<file path="src/sv/tlsf_pkg.sv">
`default_nettype none
package tlsf_pkg;

	localparam int MAX_BLOCKS  = 256;
	localparam int HW          = 8;
	localparam int SZW         = 28;
	localparam int CNTW        = 9;
	localparam int SL_LOG2     = 5;
	localparam int SL_COUNT    = 32;
	localparam int ALIGN_LOG2  = 8;
	localparam int MIN_SIZE    = 256;
	localparam int FL_COUNT    = 20;
	localparam int FLW         = 5;
	localparam int SLW         = 5;
	localparam int BKW         = FLW + SLW;
	localparam int BK_DEPTH    = FL_COUNT * SL_COUNT;
	localparam logic [SZW-1:0] HEAP_RESET = 28'd134217728;

	localparam logic ACT_ALLOC = 1'b0;
	localparam logic ACT_FREE  = 1'b1;

	localparam logic [1:0] ST_OK         = 2'd0;
	localparam logic [1:0] ST_NO_FIT     = 2'd1;
	localparam logic [1:0] ST_BAD_HANDLE = 2'd2;
	localparam logic [1:0] ST_NO_HEADER  = 2'd3;

	typedef struct packed {
		logic           action;
		logic [SZW-1:0] request_size;
		logic [HW-1:0]  block_handle;
	} in_t;

	typedef struct packed {
		logic [1:0]     status;
		logic [HW-1:0]  handle;
		logic [SZW-1:0] offset;
		logic [SZW-1:0] granted_size;
	} out_t;

	typedef enum logic [4:0] {
		S_IDLE, S_INIT,
		S_A0, S_A1, S_A2, S_A3, S_A4, S_A5, S_A6, S_A7,
		S_F0, S_F1, S_F2, S_F3, S_F4, S_F5, S_F6, S_F7, S_F8,
		S_U0, S_U1, S_U2,
		S_L0, S_L1, S_L2,
		S_RESP
	} state_t;

	typedef struct packed {
		state_t step;
		logic   accept;
	} cmd_t;

	typedef struct packed {
		logic fail;
		logic split;
		logic merge;
		logic heap_ok;
		logic out_free;
	} sts_t;

	typedef struct packed {
		logic [FLW-1:0] fl;
		logic [SLW-1:0] sl;
	} map_t;

	function automatic logic [4:0] flog2(input logic [SZW:0] v);
		logic [4:0] l;
		l = '0;
		for (int i = 1; i <= SZW; i++) begin
			if (v[i]) l = 5'(i);
		end
		return l;
	endfunction

	function automatic logic [4:0] low_bit(input logic [31:0] v);
		logic [4:0] r;
		r = 5'd31;
		for (int i = 31; i >= 0; i--) begin
			if (v[i]) r = 5'(i);
		end
		return r;
	endfunction

	// size is at least MIN_SIZE; first level comes back unclamped
	function automatic map_t map_size(input logic [SZW:0] size);
		logic [4:0]   l;
		logic [SZW:0] top;
		map_t         m;
		l    = flog2(size);
		top  = size >> (l - 5'(SL_LOG2));
		m.fl = FLW'(l - 5'(ALIGN_LOG2));
		m.sl = top[SLW-1:0];
		return m;
	endfunction

	function automatic map_t map_free(input logic [SZW:0] size);
		map_t m;
		m = map_size(size);
		if (m.fl >= FLW'(FL_COUNT)) begin
			m.fl = FLW'(FL_COUNT - 1);
			m.sl = '1;
		end
		return m;
	endfunction

	function automatic logic [SZW:0] round_size(input logic [SZW-1:0] req);
		logic [SZW:0] s0;
		logic [4:0]   l;
		logic [4:0]   gs;
		logic [SZW:0] mask;
		s0   = (req < SZW'(MIN_SIZE)) ? (SZW+1)'(MIN_SIZE) : {1'b0, req};
		l    = flog2(s0);
		gs   = (l > 5'(SL_LOG2)) ? (l - 5'(SL_LOG2)) : 5'd0;
		mask = ((SZW+1)'(1) << gs) - (SZW+1)'(1);
		return (s0 + mask) & ~mask;
	endfunction

endpackage
`default_nettype wire

</file>
<file path="src/sv/tlsf_ctrl.sv">
`default_nettype none
module tlsf_ctrl (
	input  wire logic             clk,
	input  wire logic             arst_n,
	input  wire logic             in_valid,
	input  wire logic             in_action,
	input  wire logic             cfg_we,
	input  tlsf_pkg::sts_t        sts,
	output tlsf_pkg::cmd_t        cmd,
	output logic                  in_stall
);

	tlsf_pkg::state_t state_q, state_d;
	tlsf_pkg::state_t ret_q, ret_d;

	always_ff @(posedge clk or negedge arst_n) begin
		if (!arst_n) begin
			state_q <= tlsf_pkg::S_INIT;
			ret_q   <= tlsf_pkg::S_IDLE;
		end else begin
			state_q <= state_d;
			ret_q   <= ret_d;
		end
	end

	always_comb begin
		state_d    = state_q;
		ret_d      = ret_q;
		in_stall   = (state_q != tlsf_pkg::S_IDLE);
		cmd.step   = state_q;
		cmd.accept = in_valid && (state_q == tlsf_pkg::S_IDLE);
		case (state_q)
			tlsf_pkg::S_IDLE: begin
				if (in_valid) begin
					state_d = (in_action == tlsf_pkg::ACT_FREE) ? tlsf_pkg::S_F0 : tlsf_pkg::S_A0;
				end
			end
			tlsf_pkg::S_INIT: begin
				if (sts.heap_ok) begin
					state_d = tlsf_pkg::S_L0;
					ret_d   = tlsf_pkg::S_IDLE;
				end else begin
					state_d = tlsf_pkg::S_IDLE;
				end
			end
			tlsf_pkg::S_A0: state_d = tlsf_pkg::S_A1;
			tlsf_pkg::S_A1: state_d = sts.fail ? tlsf_pkg::S_RESP : tlsf_pkg::S_A2;
			tlsf_pkg::S_A2: state_d = sts.fail ? tlsf_pkg::S_RESP : tlsf_pkg::S_A3;
			tlsf_pkg::S_A3: state_d = tlsf_pkg::S_A4;
			tlsf_pkg::S_A4: state_d = tlsf_pkg::S_A5;
			tlsf_pkg::S_A5: begin
				if (sts.fail) begin
					state_d = tlsf_pkg::S_RESP;
				end else begin
					state_d = tlsf_pkg::S_U0;
					ret_d   = tlsf_pkg::S_A6;
				end
			end
			tlsf_pkg::S_A6: state_d = sts.split ? tlsf_pkg::S_A7 : tlsf_pkg::S_RESP;
			tlsf_pkg::S_A7: begin
				state_d = tlsf_pkg::S_L0;
				ret_d   = tlsf_pkg::S_RESP;
			end
			tlsf_pkg::S_F0: state_d = sts.fail ? tlsf_pkg::S_RESP : tlsf_pkg::S_F1;
			tlsf_pkg::S_F1: state_d = tlsf_pkg::S_F2;
			tlsf_pkg::S_F2: begin
				if (sts.merge) begin
					state_d = tlsf_pkg::S_U0;
					ret_d   = tlsf_pkg::S_F3;
				end else begin
					state_d = tlsf_pkg::S_F4;
				end
			end
			tlsf_pkg::S_F3: state_d = tlsf_pkg::S_F4;
			tlsf_pkg::S_F4: state_d = tlsf_pkg::S_F5;
			tlsf_pkg::S_F5: state_d = tlsf_pkg::S_F6;
			tlsf_pkg::S_F6: begin
				if (sts.merge) begin
					state_d = tlsf_pkg::S_U0;
					ret_d   = tlsf_pkg::S_F7;
				end else begin
					state_d = tlsf_pkg::S_F8;
				end
			end
			tlsf_pkg::S_F7: state_d = tlsf_pkg::S_F8;
			tlsf_pkg::S_F8: begin
				state_d = tlsf_pkg::S_L0;
				ret_d   = tlsf_pkg::S_RESP;
			end
			tlsf_pkg::S_U0: state_d = tlsf_pkg::S_U1;
			tlsf_pkg::S_U1: state_d = tlsf_pkg::S_U2;
			tlsf_pkg::S_U2: state_d = ret_q;
			tlsf_pkg::S_L0: state_d = tlsf_pkg::S_L1;
			tlsf_pkg::S_L1: state_d = tlsf_pkg::S_L2;
			tlsf_pkg::S_L2: state_d = ret_q;
			tlsf_pkg::S_RESP: begin
				if (sts.out_free) state_d = tlsf_pkg::S_IDLE;
			end
			default: state_d = tlsf_pkg::S_IDLE;
		endcase
		// a heap_size write restarts the pool from any state
		if (cfg_we) state_d = tlsf_pkg::S_INIT;
	end

endmodule
`default_nettype wire

</file>
<file path="config.mk">
export PLATFORM = sky130hd
export DESIGN_NAME = tlsf_ctrl
export DESIGN_NICKNAME = d
export VERILOG_FILES = /design/src/sv/tlsf_pkg.sv /design/src/sv/tlsf_ctrl.sv
export SDC_FILE = /design/constraint.sdc
export NUM_CORES = 1
export LEC_CHECK = 0
export BUFFER_PORTS_ARGS = -buffer_cell sky130_fd_sc_hd__buf_2
export CAP_MARGIN = 0
export CORE_ASPECT_RATIO = 1.1
export CORE_MARGIN = 8
export CORE_UTILIZATION = 55
export CTS_BUF_LIST = sky130_fd_sc_hd__clkbuf_4 sky130_fd_sc_hd__clkbuf_8 sky130_fd_sc_hd__clkbuf_16
export DETAILED_ROUTE_END_ITERATION = 7
export PLACE_DENSITY = 0.79
export SLEW_MARGIN = 20
export SYNTH_ARGS = -nofsm -noshare
export SYNTH_HDL_FRONTEND = slang
export SYNTH_SLANG_ARGS = --single-unit
</file>
<file path="constraint.sdc">
create_clock -name clk -period 6.4 [get_ports clk]
set_clock_uncertainty 0.2 [all_clocks]
set_input_delay 0 -clock clk [delete_from_list [all_inputs] [get_ports clk]]
set_output_delay 0 -clock clk [all_outputs]
set_load 0.005 [all_outputs]
</file>
## After elaboration in Yosys (flattened, before gate mapping)

Cells that the tools add are included.

- Reduce and logical (&&, ||, !) cells: 8
- Mux-type cells: 18
- Eq/ne operators: 31

Operators with widths:

| cell | number |
|---|---|
| one-hot mux 5 bit (24 select lines) | 1 |
| two-way mux 5 bit | 13 |
| == test 5 bit (second input constant) | 10 |
| == test 5 x 4 -> 1 bit (second input constant) | 8 |
| one-hot mux 5 bit (5 select lines) | 1 |
| == test 5 x 3 -> 1 bit (second input constant) | 4 |
| == test 5 x 2 -> 1 bit (second input constant) | 2 |
| nonzero test 5 bit | 2 |
| two-way mux 4 bit | 2 |
| inequality test 2 bit (second input constant) | 4 |
| inequality test 3 bit (second input constant) | 2 |
| == test 5 x 1 -> 1 bit (second input constant) | 1 |
| logical NOT 5 bit | 1 |
| AND reduction 5 bit | 1 |
| OR reduction 2 bit | 2 |
| AND reduction 2 bit | 1 |
| logical AND 1 bit | 1 |
| two-way mux 1 bit | 1 |

- Input port bits: 10
- Register bits: 10
- Output and inout port bits: 7
- Logic and storage cells: 59

## Depth between registers and ports, before layout

Gate-level depths: netlist (run 1).

- Depth after elaboration: 4
- Depth in mapped cells: 7
- Mapped depth without buffers: 4

## Worst setup path before layout (run 1)

OpenSTA, ideal clock, no wires.

- Path type: register to register
- Start point: register state_q[2]
- End point: register ret_q[0]
- Arrival time: 1.858 ns
- Cell stages (with the launch flop): 6
- Data required time: 6.075 ns
- Setup time: 0.125 ns
- Path buffers: 1
- Period minus slack after synthesis: 2.182 ns
- Path slack: 4.218 ns
- Cells stage by stage: dfrtp_1 > buf_6 > or4b_4 > or3_4 > o211ai_2 > mux2_2

- Cells in the longest elaborated chain, start to end: 4
- Elaborated cells on any way between the ends: 14
- Those cells by class: 10 x eq/ne; 1 x mux; 3 x reduce/logical

Ends and longest elaborated chain:

| item | line | text |
|---|---|---|
| from (decl) | tlsf_ctrl.sv:13 | `tlsf_pkg::state_t state_q, state_d;` |
| from (signal assigned) | tlsf_ctrl.sv:18 | `state_q <= tlsf_pkg::S_INIT;` |
| from (signal assigned) | tlsf_ctrl.sv:21 | `state_q <= state_d;` |
| == test 5 bit / == test 5 x 4 -> 1 bit (equally long branches) | tlsf_ctrl.sv:32 | `case (state_q)` |
| OR reduction 2 bit (no line) | - |  |
| nonzero test 5 bit (no line) | - |  |
| AND reduction 5 bit (no line) | - |  |
| to (signal assigned) | tlsf_ctrl.sv:19 | `ret_q <= tlsf_pkg::S_IDLE;` |
| to (signal assigned) | tlsf_ctrl.sv:22 | `ret_q <= ret_d;` |
| to (decl) | tlsf_ctrl.sv:14 | `tlsf_pkg::state_t ret_q, ret_d;` |

Parallel ways exist; a longest one is shown, timed or not.
A chain may end at the register's enable or synchronous reset.

## Worst setup path after layout (run 1)

- Start point: register state_q[0]
- End point: register state_q[4]

- Cells in the longest elaborated chain, start to end: 4
- Elaborated cells on any way between the ends: 33
- Those cells by class: 27 x eq/ne; 2 x mux; 4 x reduce/logical

Ends and longest elaborated chain:

| item | line | text |
|---|---|---|
| == test 5 bit / == test 5 x 4 -> 1 bit (equally long branches) | tlsf_ctrl.sv:32 |  |
| OR reduction 2 bit (no line) | - |  |
| one-hot mux 5 bit (24 select lines) | tlsf_ctrl.sv:32 |  |
| two-way mux 5 bit | tlsf_ctrl.sv:102 | `if (cfg_we) state_d = tlsf_pkg::S_INIT;` |

Parallel ways exist; a longest one is shown, timed or not.

==> metrics.sh, run 1 <==
CTS.REPORTEDPATHS.CLKPINSLEW_NS=0.05
CLK-INSERTION-DELAY-LATE_NS=0.25
TIMING.HOLD.WORST.CLASS='primary input to async pin'
YOSYSUNIQUECELLTYPES=51
GRT_USAGE_PCT=15.7
POST-DP-HPWL_MM=1.92
CP.ARRIVAL_NS=2.73
FINAL.PERIOD_UTILIZATION_PCT=43.3
DIE_AREA_UM2=3590
PIN_COUNT_OF_THE_BIGGEST_NET_ENTERING_GLOBAL_ROUTING=37
INITIAL_CORE_UTILIZATION_PCT=58.8
PRE_ANTENNA_DRT_ITERS=4
ANTENNA_VIOLATIONS_BEFORE_REPAIR=0
SYNTHTOLAYOUTAREAGROWTH_PCT=10.6
ANTENNADIODECOUNT=0
CTS.PATH.MAX_BUFFERS=2
CTS_MADE_BUFFERS=3
NET_COUNT_AFTER_SYNTHESIS=144
GP_ROUTABILITY_CONGESTION=0.856
POST_CTS.REPAIR.SETUP_BUFFERS=0
WORST-R2R-CELL-COUNT=5
TRITONCTS_CLOCK_TREE='yes'
CRITICAL_PATH.STARTPOINT_TYPE='flip-flop'
R2R_SETUP_SLK_NS=3.63
FIN_WORST_HOLD_SLACK_NS=0.0238
SYNTH_SEQ_CELLS=9
NUM-NETS-FINAL=156
PROPORTION_OF_SYNTHESIZED_CHIP_AREA_IN_SEQUENTIAL_CELLS_PCT=21.4
MAXCAPVIOLCOUNT=0
COMBINATIONAL_FAMILY_WITH_THE_MOST_AREA_AFTER_SYNTHESIS='simple AND/OR/NAND/NOR gates'
FP.DIEW_UM=57.9
FINALSETUPVIOLATIONS=0
MAX_SLEW_MARGIN_PCT=36.1
OUTCOME='finished, final reports clean'
SYNTH-EDFF-COUNT=0
SYNTH_SIMPLE_GATE_AREA_SHARE_PCT=31.9
CELLLEAKAGEPOWER_uW=0.000461
DIE_HEIGHT_UM=62.0
NFILLCELLS=153
FINAL_CELL_COUNT_NO_FILL=163
NUM_ROWS=16
HTREE_NUM_LEVELS=1
CTS_NUM_SINKS=9
NUMBER_OF_VIOLATIONS_REPORTED_AT_THE_END_OF_DETAILED_ROUTING_ITERATION_0=49
REPORT.FINAL.HOLD_VIOL_COUNT=0
POWER_PER_CELL_AREA_nW_PER_UM2=437
FINAL_ROUTED_WIRELENGTH_ACROSS_ALL_METAL_LAYERS_MM=2.71
WORST_SETUP_PATH_END_KIND='flip-flop'
NUMBER_OF_DRC_VIOLATIONS_AFTER_DETAILED_ROUTING=0
SYN-MEAN-INSTANCE-AREA_UM2=7.91
FIRST_GLOBAL_VIAS=984
SYNTH-COMPOUND-AREA-SHARE_PCT=31.4
POST_DRT_VIA_CELL_RATIO=6.71
SYNTH.YOSYS.WARNINGS=0
FLOORPLAN.CORE_AREA_UM2=1800
GRT_SETUP_UNREPAIRED='no'
SETUP_TOTAL_NEGATIVE_SLACK_NS=0
SYNTH_ADDER_AREA_SHARE_PCT=0
FINAL-MAX-SLEW-VIOLATION-COUNT=0
SYN_AREA_UM2=1060
DRT.ANTENNA.VIOLATING_NETS=0
CLK_ROOT_BUFFER_CELL='sky130_fd_sc_hd__clkbuf_4'
TIMING.CRITICAL_PATH.FANOUT_MAX=31
WORST-SETUP-PATH-TYPE='flip-flop to flip-flop'
DESIGN.PORTCOUNT=17
MOST-COMMON-LAYOUT-CELLS='sky130_fd_sc_hd__buf_2 (16), sky130_fd_sc_hd__a21oi_1 (13), sky130_fd_sc_hd__nand2b_1 (11)'
ACHIEVABLE-FREQUENCY_MHz=361
SYNTHESIS.INSTANCES=134
SYNTH-MAIN-FF-CELL='sky130_fd_sc_hd__dfrtp_1'
ASYNC_RESET_FF_SHARE_PCT=100
FINAL_COMMON_CELL='sky130_fd_sc_hd__buf_2'
SYNTH-XOR-AREA-SHARE_PCT=2.48
TIMING.CRITICAL_PATH.REQUIRED_NS=6.36
REGTOREGENDPOINT='state_q[4]'
VIA_COUNT=1094
RATIO_OF_CELLS_WITH_DRIVE_ABOVE_1_IN_THE_FINAL_LAYOUT_PCT=21.4
POWER.IR.VDD_WORST_V=0.000403
MAX_SLEW.WORST_PIN.SLEW_NS=0.958
PLACE.PORT_BUFFERS=16
GRT_PASS1_WL_MM=4.53
PLACED_CELLS=154
R2R_START='state_q[0]'
SYNTHMUXAREASHARE_PCT=4.13
WL_PER_CELL_UM=16.6
LAYOUT_MIN_CYCLE_TIME_NS=2.77
STARTPOINT='state_q[0]'
GRT-OVFL-TOTAL=0
-- cells by family after synthesis --
kind of cell	Yosys count
buffers and inverters	20
flip-flops	9
AND/OR/NAND/NOR	51
multiplexers	4
AO/OA/AOI/OAI	47
XOR/XNOR	3
-- power by group --
part	switching (µW)	internal (µW)
Sequential	112	80.7
Clock	16.2	28.0
Combinational	126	149
Total	254	258
-- area by class of cell --
class                   instances  area [µm²]  area share (%)
repair buffers                 21         130            11.1
inverters                       6        22.5            1.92
multi-input cells             105         741            63.2
clock buffers                   4        30.0            2.56
flip-flops and latches          9         226            19.3
well taps                      18        22.5            1.92
-- synth_stat cells, drive strengths merged (3+ instances only) --
library cell	number	area, µm²
a21oi	13	65.1
nand2b	11	68.8
buf	10	55.1
dfrtp	8	200
inv	6	22.5
nor3	6	30.0
nor2	5	18.8
a211o	4	35.0
clkbuf	4	15.0
nand2	4	15.0
o21ai	4	20.0
a221oi	3	26.3
mux2	3	33.8
o211ai	3	27.5
or3	3	23.8
or3b	3	26.3
xnor2	3	26.3
-- repair_timing --
action,in CTS,in global routing
gates resized for setup,0,0
hold endpoints to repair,14,0
hold buffers,5,0
endpoints found under the setup margin,0,0
-- worst max-delay path, stage by stage, from the launching register on --
cell,delay [ns]
sky130_fd_sc_hd__dfstp_2,0.85
sky130_fd_sc_hd__inv_1,0.20
sky130_fd_sc_hd__nor4_1,0.47
sky130_fd_sc_hd__nand3_1,0.13
sky130_fd_sc_hd__dlygate4sd3_1,0.63
sky130_fd_sc_hd__a22oi_1,0.19
-- registers in the layout, indices dropped and copies added, names as in the netlist --
signal	flops
state_q	5
ret_q	4
-- metal layers --
metal | GRT usage, % | up-vias | part of all wire (%)
li1 | - | 535 | -
met1 | 21.2 | 519 | 44
met2 | 24.5 | 38 | 50
met3 | 2.47 | 2 | 5.6
met4 | 5.94 | 0 | 0.33
met5 | 0 | - | 0
-- how the worst max path moves through the flow --
| stage | to | slack [ns] | cells past startpoint |
|---|---|---|---|
| floorplan | ret_q[0] | 4.22 | 5 |
| global placement | ret_q[2] | 3.81 | 4 |
| detailed placement | ret_q[4] | 3.76 | 4 |
| CTS | state_q[4] | 3.63 | 5 |
| global route | state_q[4] | 3.32 | 5 |
| finish | state_q[4] | 3.63 | 5 |
-- metrics by stage --
stage                     area (µm²)  util (%)  total power, µW  setup slack (ns)
after floorplan                 1060         -              400              4.22
after global placement          1090      60.6              455              3.81
after detailed placement        1090      60.6              464              3.76
after CTS                       1170      65.1              511              3.63
after global routing            1170      65.1              559              3.32
final                           1170      65.1              512              3.63
(Power assumes the default switching activity.)
==> run 2, diff against run 1 <==
==> constraint.sdc (replaced) <==
create_clock -name clk -period 2.6 [get_ports clk]
set_clock_uncertainty 0.2 [all_clocks]
set_input_delay 0 -clock clk [delete_from_list [all_inputs] [get_ports clk]]
set_output_delay 0 -clock clk [all_outputs]
set_load 0.005 [all_outputs]
==> run 2 against run 1 <==
  * Sequential power up 41%
  * Total power grew to 2.6 times the previous value
  * Critical path depth unchanged
  * Hold slack lost 0.013 ns
  * First-iteration DRC count increased by 20%
  * Combinational power increased to 3.4 times the previous value
  * Global-route usage grew 1.8 points
  * Via count rose by 4.9%
  * Setup slack got worse by 3.3 ns
  * Maximum frequency rose by 23%
  * Critical endpoint is now ret_q[0]
  * Highest routed layer unchanged
==> metrics.sh, run 2 (same netlist as run 1, synthesis figures left out) <==
FIRST_GLOBAL_VIAS=1009  # +2.5%
R2R_START='state_q[0]'
ACHIEVABLE-FREQUENCY_MHz=444  # +23%
TIMING.CRITICAL_PATH.REQUIRED_NS=2.54  # -3.82 ns
LAYOUT_MIN_CYCLE_TIME_NS=2.25  # -0.516 ns
ENDPOINT='ret_q[0]'
CELLLEAKAGEPOWER_uW=0.000485  # +5.2%
RELATIVE_CONTRIBUTION_OF_COMBINATIONAL_CELLS_TO_TOTAL_POWER_PCT=71.0  # +17 points
STARTPOINT='state_q[0]'
TIMING.HOLD.WORST.CLASS='primary input to async pin'
PIN_COUNT_OF_THE_BIGGEST_NET_ENTERING_GLOBAL_ROUTING=36  # -2.7%
TRITONCTS_CLOCK_TREE='yes'
FP.DIEW_UM=57.9  # unchanged
CLOCK_POWER_SHARE_PCT=8.6  # about the same
FINALSETUPVIOLATIONS=0  # unchanged
OUTCOME='finished, final reports clean'
CP_SLOWEST_CELL='sky130_fd_sc_hd__dfstp_2'
CLK_ROOT_BUFFER_CELL='sky130_fd_sc_hd__clkbuf_4'
DESIGN.PORTCOUNT=17  # unchanged
DIE_AREA_UM2=3590  # unchanged
FINAL_CELL_COUNT_NO_FILL=167  # +2.5%
DIE_HEIGHT_UM=62.0  # unchanged
POST_CTS_REPAIR_RESIZE_COUNT=0  # unchanged
NUMBER_OF_DRC_VIOLATIONS_AFTER_DETAILED_ROUTING=0  # unchanged
POWER.IR.VDD_WORST_V=0.000768  # +90%
WORST-SETUP-PATH-TYPE='flip-flop to flip-flop'
CTS.PATH.MAX_BUFFERS=2  # unchanged
CTS_NUM_SINKS=9  # unchanged
CP_NUM_BUF_INV=1  # -1
CTS.REPORTEDPATHS.CLKPINSLEW_NS=0.06  # about the same
CTS_MADE_BUFFERS=3  # unchanged
MAX_SLEW_MARGIN_PCT=67.8  # +32 points
CP_SLOWEST_STAGE_DELAY_NS=0.70  # -0.15 ns
REPORT.FINAL.HOLD_VIOL_COUNT=0  # unchanged
MOST-COMMON-LAYOUT-CELLS='sky130_fd_sc_hd__buf_2 (16), sky130_fd_sc_hd__a21oi_1 (13), sky130_fd_sc_hd__nand2b_1 (11)'
WORST-R2R-CELL-COUNT=5  # unchanged
MAXCAPVIOLCOUNT=0  # unchanged
FINAL.PERIOD_UTILIZATION_PCT=86.7  # +43 points
P_SW_SHARE_PCT=49.2  # -0.44 points
PLACE.PORT_BUFFERS=16  # unchanged
VIA_COUNT=1148  # +4.9%
FINAL-MAX-SLEW-VIOLATION-COUNT=0  # unchanged
TIMING.CRITICAL_PATH.FANOUT_MAX=16  # -48%
SYNTHTOLAYOUTAREAGROWTH_PCT=13.2
BIGGESTREGSBYFLOPS='state_q x5, ret_q x4'
GRT_SETUP_UNREPAIRED='no'
REGTOREGENDPOINT='ret_q[0]'
NUMBER_OF_VIOLATIONS_REPORTED_AT_THE_END_OF_DETAILED_ROUTING_ITERATION_0=59  # +20%
REGMOSTFLOPS='state_q'
GRT-OVFL-TOTAL=0  # unchanged
HTREE_NUM_LEVELS=1  # unchanged
PRE_ANTENNA_DRT_ITERS=4  # unchanged
POWER.INTERNAL_uW=676  # +160%
FINISH.UTILIZATION_PCT=66.6  # +1.5 points
GRT_PASS1_WL_MM=4.98  # +9.9%
SHARE_SEQ_OF_TOTAL_POWER_PCT=20.3  # -17 points
ANTENNADIODECOUNT=0  # unchanged
GP_ROUTABILITY_CONGESTION=0.932  # +8.9%
CP.ARRIVAL_NS=2.19  # -0.54 ns
NUM-NETS-FINAL=160  # +2.6%
POST_DRT_VIA_CELL_RATIO=6.87  # +2.4%
WL_PER_CELL_UM=18.0  # +8.4%
FINAL_ROUTED_WIRELENGTH_ACROSS_ALL_METAL_LAYERS_MM=3.01  # +11%
DRT.ANTENNA.VIOLATING_NETS=0  # unchanged
R2R_SETUP_SLK_NS=0.35  # -3.28 ns
POST-DP-HPWL_MM=2.14  # +11%
FLOORPLAN.CORE_AREA_UM2=1800  # unchanged
CP_CELL_SEQUENCE='buf_4, nand2b_1, o41ai_1, o211ai_2, mux2_2'
NUM_ROWS=16  # unchanged
POWER_PER_CELL_AREA_nW_PER_UM2=1110  # +150%
CPLARGESTDELAYFAMILY='flip-flops'
CLK-INSERTION-DELAY-LATE_NS=0.25  # about the same
MAX_SLEW.WORST_PIN.SLEW_NS=0.470  # -0.488 ns
WORST_SETUP_PATH_END_KIND='flip-flop'
RATIO_OF_CELLS_WITH_DRIVE_ABOVE_1_IN_THE_FINAL_LAYOUT_PCT=24.2  # +2.8 points
CRITICAL_PATH.STARTPOINT_TYPE='flip-flop'
ANTENNA_VIOLATIONS_BEFORE_REPAIR=0  # unchanged
PLACED_CELLS=159  # +3.2%
FINAL_COMMON_CELL='sky130_fd_sc_hd__buf_2'
LARGEST_REGISTER_FFS=5  # unchanged
SETUP_TOTAL_NEGATIVE_SLACK_NS=0  # unchanged
GRT_USAGE_PCT=17.4  # +1.8 points
INITIAL_CORE_UTILIZATION_PCT=58.8  # unchanged
P_SW_uW=654  # +160%
TIMING.CRITICAL_PATH.DEPTH=5  # unchanged
## run 2: routing by layer
layer / part of all wire, % / GRT usage (%)
met3: 6.7 / 3.29
met4: 1.7 / 5.59
met5: 0 / 0
met2: 48 / 27.9
met1: 44 / 23.2
## run 2: power by group through the flow
stage | Combinational [µW] | Clock [µW] | Sequential (µW)
global route | 1030 | 126 | 278
finish | 945 | 115 | 271
CTS | 927 | 118 | 269
global placement | 901 | 0 | 267
floorplan | 735 | 0 | 249
detailed placement | 916 | 0 | 271
## run 2: how the worst min path moves through the flow
stage	startpoint	endpoint	slack [ns]	cells after the start
detailed placement	arst_n	state_q[4]	-0.34	1
CTS	arst_n	state_q[0]	0.007	2
global placement	arst_n	state_q[4]	-0.35	1
finish	arst_n	state_q[0]	0.01	2
global route	arst_n	state_q[0]	0.01	2
floorplan	arst_n	ret_q[0]	-0.50	0
## run 2: what timing repair did
item                                    CTS  global route
endpoints found under the setup margin    0             0
hold endpoints to repair                 13             0
setup buffers                             0             0
hold buffers                              4             0
## run 2: cell type report
class | count | area [µm²]
Tap cell | 18 | 22.5
Timing Repair Buffer | 25 | 158
Fill cell | 152 | 602
Multi-Input combinational cell | 105 | 741
Sequential cell | 9 | 226
Inverter | 6 | 22.5
Clock buffer | 4 | 30.0
## run 2: through the flow
stage / cell area (µm²) / total power, µW / setup slack (ns) / hold slack, ns
global route: 1200 / 1440 / 0.276 / 0.0120
finish: 1200 / 1330 / 0.345 / 0.0105
CTS: 1200 / 1310 / 0.364 / 0.00735
global placement: 1130 / 1170 / 0.417 / -0.346
floorplan: 1060 / 984 / 0.418 / -0.496
detailed placement: 1130 / 1190 / 0.377 / -0.343
